==> src/rtl/core/skf_pkg.sv <==
`timescale 1ns / 1ps

package skf_pkg;

  // Number of fraction bits of the Q formats.
  localparam int FRAC_BITS = 16;

  // Field widths.
  localparam int DATA_W  = 32;
  localparam int GAIN_W  = 17;
  localparam int QUO_W   = FRAC_BITS + 1;
  localparam int STEP_W  = $clog2(FRAC_BITS + 1);
  localparam int MCAND_W = DATA_W + 2;
  localparam int PROD_W  = DATA_W + 3;

  // Register reset values.
  localparam logic [DATA_W-1:0] PROCESS_NOISE_RST     = 32'd9830;
  localparam logic [DATA_W-1:0] MEASUREMENT_NOISE_RST = 32'd655;
  localparam logic [DATA_W-1:0] INITIAL_ESTIMATE_RST  = 32'd655360;
  localparam logic [DATA_W-1:0] INITIAL_VARIANCE_RST  = 32'd655369830;

  // Configuration register indexes.
  typedef enum logic [1:0] {
    CFG_PROCESS_NOISE     = 2'd0,
    CFG_MEASUREMENT_NOISE = 2'd1,
    CFG_INITIAL_ESTIMATE  = 2'd2,
    CFG_INITIAL_VARIANCE  = 2'd3
  } cfg_index_t;

  // Commands of an input transaction.
  localparam logic CMD_FILTER = 1'b0;
  localparam logic CMD_REINIT = 1'b1;

  // Sequencer states.
  typedef enum logic [1:0] {
    ST_IDLE,
    ST_DIV,
    ST_MUL,
    ST_DONE
  } state_t;

  // Control strobes from the sequencer to the datapath.
  typedef struct packed {
    logic accept;
    logic div_start;
    logic mul_start;
    logic finish;
    logic load_out;
  } ctrl_t;

endpackage

==> src/rtl/core/scalar_kalman_filter_unit.sv <==
`timescale 1ns / 1ps

// Channel   Handshake           Payload
// input     in_valid/in_stall   cmd, measurement
// output    out_valid/out_stall estimate, gain, variance
// config    cfg_we              cfg_index, cfg_data (no stall, no read-back)
//
// A filter transaction passes from acceptance to the result register through
// the serial divider, the start of the multipliers, the two serial
// multipliers working side by side, the update of the filter state and the
// holding stage, and the load of the result register. The next input is taken
// only after that, so one transaction is through before the next starts. A
// reinit transaction loads the filter state and the holding stage at acceptance
// and then reaches the result register; the next input is taken after that.
// Reset is synchronous and restores the registers and the filter state.
// A stalled output holds; the next input is taken while a result waits, and
// the finished result of that transaction waits in a holding stage.

module scalar_kalman_filter_unit
  import skf_pkg::*;
(
  input  logic                     clk,
  input  logic                     rst,
  // Input channel.
  input  logic                     in_valid,
  output logic                     in_stall,
  input  logic                     cmd,
  input  logic signed [DATA_W-1:0] measurement,
  // Output channel.
  output logic                     out_valid,
  input  logic                     out_stall,
  output logic signed [DATA_W-1:0] estimate,
  output logic [GAIN_W-1:0]        gain,
  output logic [DATA_W-1:0]        variance,
  // Configuration port.
  input  logic                     cfg_we,
  input  logic [1:0]               cfg_index,
  input  logic [DATA_W-1:0]        cfg_data
);

  // Configuration registers.
  logic [DATA_W-1:0] process_noise;
  logic [DATA_W-1:0] measurement_noise;
  logic [DATA_W-1:0] initial_estimate;
  logic [DATA_W-1:0] initial_variance;

  // Filter state.
  logic signed [DATA_W-1:0] cur_est;
  logic [DATA_W-1:0]        pred_var;

  // Working registers of one transaction.
  logic signed [DATA_W-1:0] z;
  logic                     den_zero;
  logic [QUO_W-1:0]         gain_q;

  // Holding stage for a finished result.
  logic signed [DATA_W-1:0] hold_est;
  logic [GAIN_W-1:0]        hold_gain;
  logic [DATA_W-1:0]        hold_var;

  state_t state;
  state_t state_next;
  ctrl_t  ctrl;

  // Serial unit wiring.
  logic [DATA_W:0]           den;
  logic                      div_done;
  logic [QUO_W-1:0]          quotient;
  logic [QUO_W-1:0]          gain_use;
  logic [QUO_W-1:0]          one_minus;
  logic signed [DATA_W:0]    diff;
  logic                      m0_done;
  logic                      m1_done;
  logic signed [PROD_W-1:0]  prod0;
  logic signed [PROD_W-1:0]  prod1;
  logic                      mul_done;

  // Update arithmetic after the multipliers.
  logic signed [PROD_W:0]    est_sum;
  logic signed [DATA_W-1:0]  est_new;
  logic [DATA_W-1:0]         post;
  logic [DATA_W:0]           next_sum;
  logic [DATA_W-1:0]         pv_new;

  assign mul_done = m0_done & m1_done;

  // Next state.
  always_comb begin
    state_next = state;
    case (state)
      ST_IDLE: begin
        if (in_valid) begin
          state_next = (cmd == CMD_REINIT) ? ST_DONE : ST_DIV;
        end
      end
      ST_DIV: begin
        if (div_done) begin
          state_next = ST_MUL;
        end
      end
      ST_MUL: begin
        if (mul_done) begin
          state_next = ST_DONE;
        end
      end
      ST_DONE: begin
        if (!out_valid || !out_stall) begin
          state_next = ST_IDLE;
        end
      end
      default: state_next = ST_IDLE;
    endcase
  end

  // Sequencer outputs.
  always_comb begin
    ctrl      = '0;
    in_stall  = 1'b1;
    case (state)
      ST_IDLE: begin
        in_stall       = 1'b0;
        ctrl.accept    = in_valid;
        ctrl.div_start = in_valid && (cmd == CMD_FILTER);
      end
      ST_DIV: begin
        ctrl.mul_start = div_done;
      end
      ST_MUL: begin
        ctrl.finish = mul_done;
      end
      ST_DONE: begin
        ctrl.load_out = !out_valid || !out_stall;
      end
      default: begin
        in_stall = 1'b1;
      end
    endcase
  end

  always_ff @(posedge clk) begin
    if (rst) begin
      state <= ST_IDLE;
    end else begin
      state <= state_next;
    end
  end

  // Configuration writes; an index outside the list is ignored.
  always_ff @(posedge clk) begin
    if (rst) begin
      process_noise     <= PROCESS_NOISE_RST;
      measurement_noise <= MEASUREMENT_NOISE_RST;
      initial_estimate  <= INITIAL_ESTIMATE_RST;
      initial_variance  <= INITIAL_VARIANCE_RST;
    end else if (cfg_we) begin
      case (cfg_index)
        CFG_PROCESS_NOISE:     process_noise     <= cfg_data;
        CFG_MEASUREMENT_NOISE: measurement_noise <= cfg_data;
        CFG_INITIAL_ESTIMATE:  initial_estimate  <= cfg_data;
        CFG_INITIAL_VARIANCE:  initial_variance  <= cfg_data;
        default: ;
      endcase
    end
  end

  // The divisor pv + r is captured by the divider when it starts.
  assign den = {1'b0, pred_var} + {1'b0, measurement_noise};

  skf_div u_div (
    .clk      (clk),
    .rst      (rst),
    .start    (ctrl.div_start),
    .dividend (pred_var),
    .divisor  (den),
    .done     (div_done),
    .quotient (quotient)
  );

  // A zero divisor means pv is zero as well, and the gain is forced to zero.
  assign gain_use  = den_zero ? '0 : quotient;
  assign one_minus = QUO_W'(1 << FRAC_BITS) - gain_use;
  assign diff      = $signed({z[DATA_W-1], z}) -
                     $signed({cur_est[DATA_W-1], cur_est});

  // Innovation times gain, shifted down with rounding toward minus infinity.
  skf_mul u_mul_est (
    .clk     (clk),
    .rst     (rst),
    .start   (ctrl.mul_start),
    .mcand   (MCAND_W'(diff)),
    .mplier  (gain_use),
    .done    (m0_done),
    .product (prod0)
  );

  // Predicted variance times one minus gain.
  skf_mul u_mul_var (
    .clk     (clk),
    .rst     (rst),
    .start   (ctrl.mul_start),
    .mcand   ($signed({2'b00, pred_var})),
    .mplier  (one_minus),
    .done    (m1_done),
    .product (prod1)
  );

  // New estimate, clamped to the signed 32 bit range; the update lies between
  // the old estimate and the measurement, so the clamp never bites in practice.
  always_comb begin
    est_sum = (PROD_W + 1)'(cur_est) + (PROD_W + 1)'(prod0);
    if (est_sum > (PROD_W + 1)'(32'sh7fffffff)) begin
      est_new = 32'sh7fffffff;
    end else if (est_sum < -(PROD_W + 1)'(33'sh080000000)) begin
      est_new = 32'sh80000000;
    end else begin
      est_new = est_sum[DATA_W-1:0];
    end
    post     = prod1[DATA_W-1:0];
    next_sum = {1'b0, post} + {1'b0, process_noise};
    pv_new   = next_sum[DATA_W] ? '1 : next_sum[DATA_W-1:0];
  end

  // Filter state and transaction registers.
  always_ff @(posedge clk) begin
    if (rst) begin
      cur_est  <= INITIAL_ESTIMATE_RST;
      pred_var <= INITIAL_VARIANCE_RST;
    end else if (ctrl.accept && (cmd == CMD_REINIT)) begin
      cur_est  <= initial_estimate;
      pred_var <= initial_variance;
    end else if (ctrl.finish) begin
      cur_est  <= est_new;
      pred_var <= pv_new;
    end
  end

  always_ff @(posedge clk) begin
    if (ctrl.div_start) begin
      z        <= measurement;
      den_zero <= (den == '0);
    end
    if (ctrl.mul_start) begin
      gain_q <= gain_use;
    end
    if (ctrl.accept && (cmd == CMD_REINIT)) begin
      hold_est  <= initial_estimate;
      hold_gain <= '0;
      hold_var  <= initial_variance;
    end else if (ctrl.finish) begin
      hold_est  <= est_new;
      hold_gain <= GAIN_W'(gain_q);
      hold_var  <= post;
    end
  end

  // Output register.
  always_ff @(posedge clk) begin
    if (rst) begin
      out_valid <= 1'b0;
    end else if (ctrl.load_out) begin
      out_valid <= 1'b1;
    end else if (!out_stall) begin
      out_valid <= 1'b0;
    end
  end

  always_ff @(posedge clk) begin
    if (ctrl.load_out) begin
      estimate <= hold_est;
      gain     <= hold_gain;
      variance <= hold_var;
    end
  end

endmodule

==> src/rtl/core/skf_div.sv <==
`timescale 1ns / 1ps

// Restoring divider that yields one quotient bit per cycle, most significant bit
// first, with FRAC_BITS fraction bits. The dividend must not exceed the divisor,
// so the quotient fits in FRAC_BITS + 1 bits.
module skf_div
  import skf_pkg::*;
(
  input  logic                clk,
  input  logic                rst,
  input  logic                start,
  input  logic [DATA_W-1:0]   dividend,
  input  logic [DATA_W:0]     divisor,
  output logic                done,
  output logic [QUO_W-1:0]    quotient
);

  logic [DATA_W+1:0] rem;
  logic [DATA_W+1:0] rem_next;
  logic [DATA_W:0]   dvs;
  logic [STEP_W-1:0] cnt;
  logic              busy;
  logic              ge;
  logic [DATA_W+1:0] rem_sub;
  logic [DATA_W+1:0] rem_keep;

  always_comb begin
    ge       = (rem >= {1'b0, dvs});
    rem_sub  = rem - {1'b0, dvs};
    rem_keep = ge ? rem_sub : rem;
    rem_next = {rem_keep[DATA_W:0], 1'b0};
  end

  always_ff @(posedge clk) begin
    if (rst) begin
      busy <= 1'b0;
      done <= 1'b0;
      cnt  <= '0;
    end else begin
      done <= 1'b0;
      if (start) begin
        busy <= 1'b1;
        cnt  <= '0;
      end else if (busy) begin
        cnt <= cnt + STEP_W'(1);
        if (cnt == STEP_W'(FRAC_BITS)) begin
          busy <= 1'b0;
          done <= 1'b1;
        end
      end
    end
  end

  always_ff @(posedge clk) begin
    if (start) begin
      rem <= {2'b00, dividend};
      dvs <= divisor;
    end else if (busy) begin
      rem      <= rem_next;
      quotient <= {quotient[QUO_W-2:0], ge};
    end
  end

endmodule

==> src/rtl/core/skf_mul.sv <==
`timescale 1ns / 1ps

// Serial shift-add multiplier, multiplier bits taken least significant first.
// Each of the first FRAC_BITS steps adds and shifts right by one, dropping
// the fraction; the last step adds without a shift. The result is
// floor(mcand * mplier / 2^FRAC_BITS), signed.
module skf_mul
  import skf_pkg::*;
(
  input  logic                       clk,
  input  logic                       rst,
  input  logic                       start,
  input  logic signed [MCAND_W-1:0]  mcand,
  input  logic [QUO_W-1:0]           mplier,
  output logic                       done,
  output logic signed [PROD_W-1:0]   product
);

  logic signed [MCAND_W-1:0] m;
  logic [QUO_W-1:0]          bits;
  logic [STEP_W-1:0]         cnt;
  logic                      busy;
  logic signed [PROD_W-1:0]  sum;

  assign sum = product + (bits[0] ? PROD_W'(m) : '0);

  always_ff @(posedge clk) begin
    if (rst) begin
      busy <= 1'b0;
      done <= 1'b0;
      cnt  <= '0;
    end else begin
      done <= 1'b0;
      if (start) begin
        busy <= 1'b1;
        cnt  <= '0;
      end else if (busy) begin
        cnt <= cnt + STEP_W'(1);
        if (cnt == STEP_W'(FRAC_BITS)) begin
          busy <= 1'b0;
          done <= 1'b1;
        end
      end
    end
  end

  always_ff @(posedge clk) begin
    if (start) begin
      m       <= mcand;
      bits    <= mplier;
      product <= '0;
    end else if (busy) begin
      bits <= bits >> 1;
      if (cnt == STEP_W'(FRAC_BITS)) begin
        product <= sum;
      end else begin
        product <= sum >>> 1;
      end
    end
  end

endmodule
==> config.mk <==
export PLATFORM = sky130hd
export DESIGN_NAME = scalar_kalman_filter_unit
export DESIGN_NICKNAME = d
export VERILOG_FILES = /design/src/rtl/core/skf_pkg.sv /design/src/rtl/core/scalar_kalman_filter_unit.sv /design/src/rtl/core/skf_div.sv /design/src/rtl/core/skf_mul.sv
export SDC_FILE = /design/constraint.sdc
export NUM_CORES = 2
export LEC_CHECK = 0
export BUFFER_PORTS_ARGS = -buffer_cell sky130_fd_sc_hd__buf_4
export CAP_MARGIN = 20
export CORE_MARGIN = 2
export CORE_UTILIZATION = 45
export DETAILED_ROUTE_END_ITERATION = 6
export SETUP_SLACK_MARGIN = 0.2
export SYNTH_ARGS = -nofsm -noshare
export SYNTH_HDL_FRONTEND = slang
export SYNTH_SLANG_ARGS = --single-unit
export TNS_END_PERCENT = 5
==> constraint.sdc <==
create_clock -name clk -period 6.6 [get_ports clk]
set_input_delay 0.33 -clock clk [delete_from_list [all_inputs] [get_ports clk]]
set_output_delay 0.33 -clock clk [all_outputs]
set_load 0.02 [all_outputs]
==> impl_results.md <==
* PD cells at 330 nW/um2
* Clock power frac at 29.8%
* Pin slew with the least headroom to its limit at 1060 ps
* Switch share at 33.7%
* FMAX at 0.208 GHz
* Worst hold path class: in2reg
* Setup CP Type: reg2reg
* Die area at 84500 um2
* Final std cells w/o fill at 5224
* Core Region at 81700 um2
* Global-route wire length before repair at 155 mm
* Clock Sink Count at 681
* Routed wire length at 99.1 mm
* Gp weighted congestion at 0.900
* P_leak at 17.1 nW
* GR Util met3 at 4.53%
* Filler cell count at 7714
* DR WL/cell at 19.0 um
* Vias in the first global route at 27.8k
* Post-synthesis instance total at 3939
* Register share of total power at 39.3%
* Reg2reg end: u_mul_var.product[33]
* Vias at 28.8k
* TritonRoute pass-1 iters at 5
* Critical Path Sink: u_mul_var.product[33]
* Grt met1 use at 31.8%
* Final Hold Viols at 0
* Flop-to-flop setup slack at 1790 ps
* Tcrit/Tclk final at 72.9%
* Status: finished, final reports clean
* Logic gate share of total power at 30.9%
* #FFs+latches synth at 681
* Post-layout min period at 4810 ps
* Worst setup startpoint: u_mul_var.bits[0]
* TNS Setup at 0 ps
* CTS H-tree lvls at 3
* Pint at 9.23 mW
* Nets at 4413
* Row cnt at 105
* Final Worst Setup Slack at 1790 ps
* Post-CTS Setup Repair Bufs at 0
* Initial core utilization at 45.3%
* CP Launch Type: flip-flop
* HPWL Detailed at 72.1 mm
* Die Ht at 291 um
* DR vias/cell at 5.50
* Setup crit end kind: flip-flop
* Async set-reset flop share out of synthesis at 0%
* Post-synth EDFFs at 376
* Fin. max-slew vios at 0
* Post-synthesis cell type count at 96
* Post-CTS sizing at 0
* Final setup fails at 0
* Req. time, crit path at 7170 ps
* Sw Pwr at 4.69 mW
* Starting DRT DRC Count at 1987
* Num CTS Buffers at 77
* DRC viols at 0
* Unrepaired setup endpoints after global routing: false
* Skew final at 28.2 ps
* CTS tree: yes
* Placed Cells at 5025
* M2 GR Usage at 36.8%
* Worst-path clk slew at 60 ps
* Reg2reg start: u_mul_var.bits[0]
* Mapped cell area at 37000 um2
* Post-route ant nets at 0
* Total gr overflow at 0
* Share of cells above drive strength 1 at 9.53%
* Post-Syn Nets at 4260
* Slew Limit Headroom at 28.7%
* Sequential share of the synthesized area at 47.0%
* Avg Cell Area, Syn at 9.39 um2
* WP data arrival at 5380 ps
* Area growth, synth to finish at 14.1%
* Top-Level Pins at 155
* Worst IR drop on VDD at 0.193 mV
* Ys flop type: edfxtp_1
* Gr usage total at 23.2%
* Worst slack at placement at 1880 ps
* Pin count of the biggest net entering global routing at 77
* Most Used Layer, Global Route: met2
* CTS root buf: clkbuf_16
* CP max FO at 22
* Clock Path Buffers at 3
* Hold_buf cts at 56
* Clk_lat worst skew at 640 ps
* Synth warn at 0
* Reg2Reg Depth at 16
* Chip width at 291 um
* ANT cells at 0
* Max Cap Violations at 0
* PortBufs at 154
* Initial antenna violation count at 1
[synthesized netlist by cell type, drive strengths merged (34+ instances only)]
master,instances,share of area (%)
nand2,682,6.9
a21oi,398,5.4
edfxtp,376,31
nor2,311,3.2
dfxtp,305,17
ha,242,8.2
o21ai,176,2.4
inv,154,1.6
clkbuf,145,1.5
xnor2,133,3.2
a21o,102,2.1
xor2,86,2.1
nand3,79,1.1
nand2b,76,1.3
and2,75,1.3
nor3,47,0.64
nor2b,40,0.68
a311oi,35,0.86
o21a,34,0.69
[through the flow]
step                      hold slack (ps)  total power, mW  area (um2)  util (%)
after global routing                 17.5             14.7       42200      51.6
after floorplan                       400             8.66       37000         -
after detailed placement              405             9.79       39200      47.9
after CTS                           0.324             14.0       42200      51.6
after global placement                402             9.75       39200      47.9
final                                23.9             13.9       42200      51.6
[registers in the layout, indices dropped and copies added, names as in the netlist, 33 cells and up]
| signal | flops |
|---|---|
| u_mul_var.product | 35 |
| u_mul_est.m | 33 |
| u_div.rem | 34 |
| u_mul_est.product | 35 |
| u_div.dvs | 33 |
[kinds of logic after synthesis]
family	count (synthesis)	share of synthesized area [%]
adder cells (fa/ha/maj)	249	8.56
buffers and inverters	330	3.43
flip-flops	681	47.0
AND/OR/NAND/NOR	1423	17.2
multiplexers	20	0.558
XOR/XNOR	219	5.23
AO/OA/AOI/OAI	1017	18.0
[placed cells by master, fill, tap and decap left out, drive strengths merged, types with 31 or more instances in the layout]
cell	Yosys	routed
nand2	682	682
a21oi	398	398
edfxtp	376	376
nor2	311	311
dfxtp	305	305
ha	242	242
buf	28	191
o21ai	176	176
inv	154	157
xnor2	133	133
clkbuf	145	112
a21o	102	102
xor2	86	86
nand3	79	79
nand2b	76	76
and2	75	75
dlygate4sd3	0	56
nor3	47	47
nor2b	40	40
a311oi	35	35
o21a	34	34
a31oi	31	31
a2111oi	31	31
[worst min path at each step]
stage,cells past startpoint,endpoint,start,slack (ps)
3_3_place_gp,0,estimate[31],hold_est[31],400
6_report,3,measurement_noise[11],cfg_data[11],20
5_1_grt,3,initial_variance[30],cfg_data[30],20
4_1_cts,3,process_noise[30],cfg_data[30],0.3
3_5_place_dp,0,estimate[29],hold_est[29],400
2_1_floorplan,0,estimate[0],hold_est[0],400
[worst max-delay path, stage by stage (launching register included)]
cell and delay [ps]:
edfxtp_1 1000, and2_1 240, ha_1 180, inv_1 60
fa_1 410, nor2b_1 170, o211ai_1 120, o211ai_1 150
a31oi_1 200, a31oi_1 450, o211ai_1 300, o211ai_1 370
a41o_1 290, and3_1 200, mux2_2 340, o32ai_1 100
o21a_1 140
[metal layers]
layer | wire (um) | share of wire [%]
met1 | 45500 | 46
met5 | 0 | 0
met3 | 6170 | 6.2
met2 | 44500 | 45
met4 | 2920 | 2.9
[cell type report]
| cell class | instances | area, um2 | area share [%] |
|---|---|---|---|
| flip-flops and latches | 681 | 17400 | 41.2 |
| clock buffers | 112 | 2220 | 5.26 |
| well taps | 1070 | 1340 | 3.17 |
| inverters | 157 | 596 | 1.41 |
| clock inverters | 29 | 213 | 0.504 |
| repair buffers | 247 | 2040 | 4.83 |
| multi-input cells | 2928 | 18400 | 43.6 |
[power groups by stage]
stage	sequential [mW]	clock (mW)	combinational, mW
2_1_floorplan	5.48	0	3.18
3_3_place_gp	5.55	0	4.20
3_5_place_dp	5.56	0	4.24
4_1_cts	5.47	4.25	4.29
5_1_grt	5.51	4.41	4.82
6_report	5.47	4.15	4.30
Power figures use the tool's default switching activity.
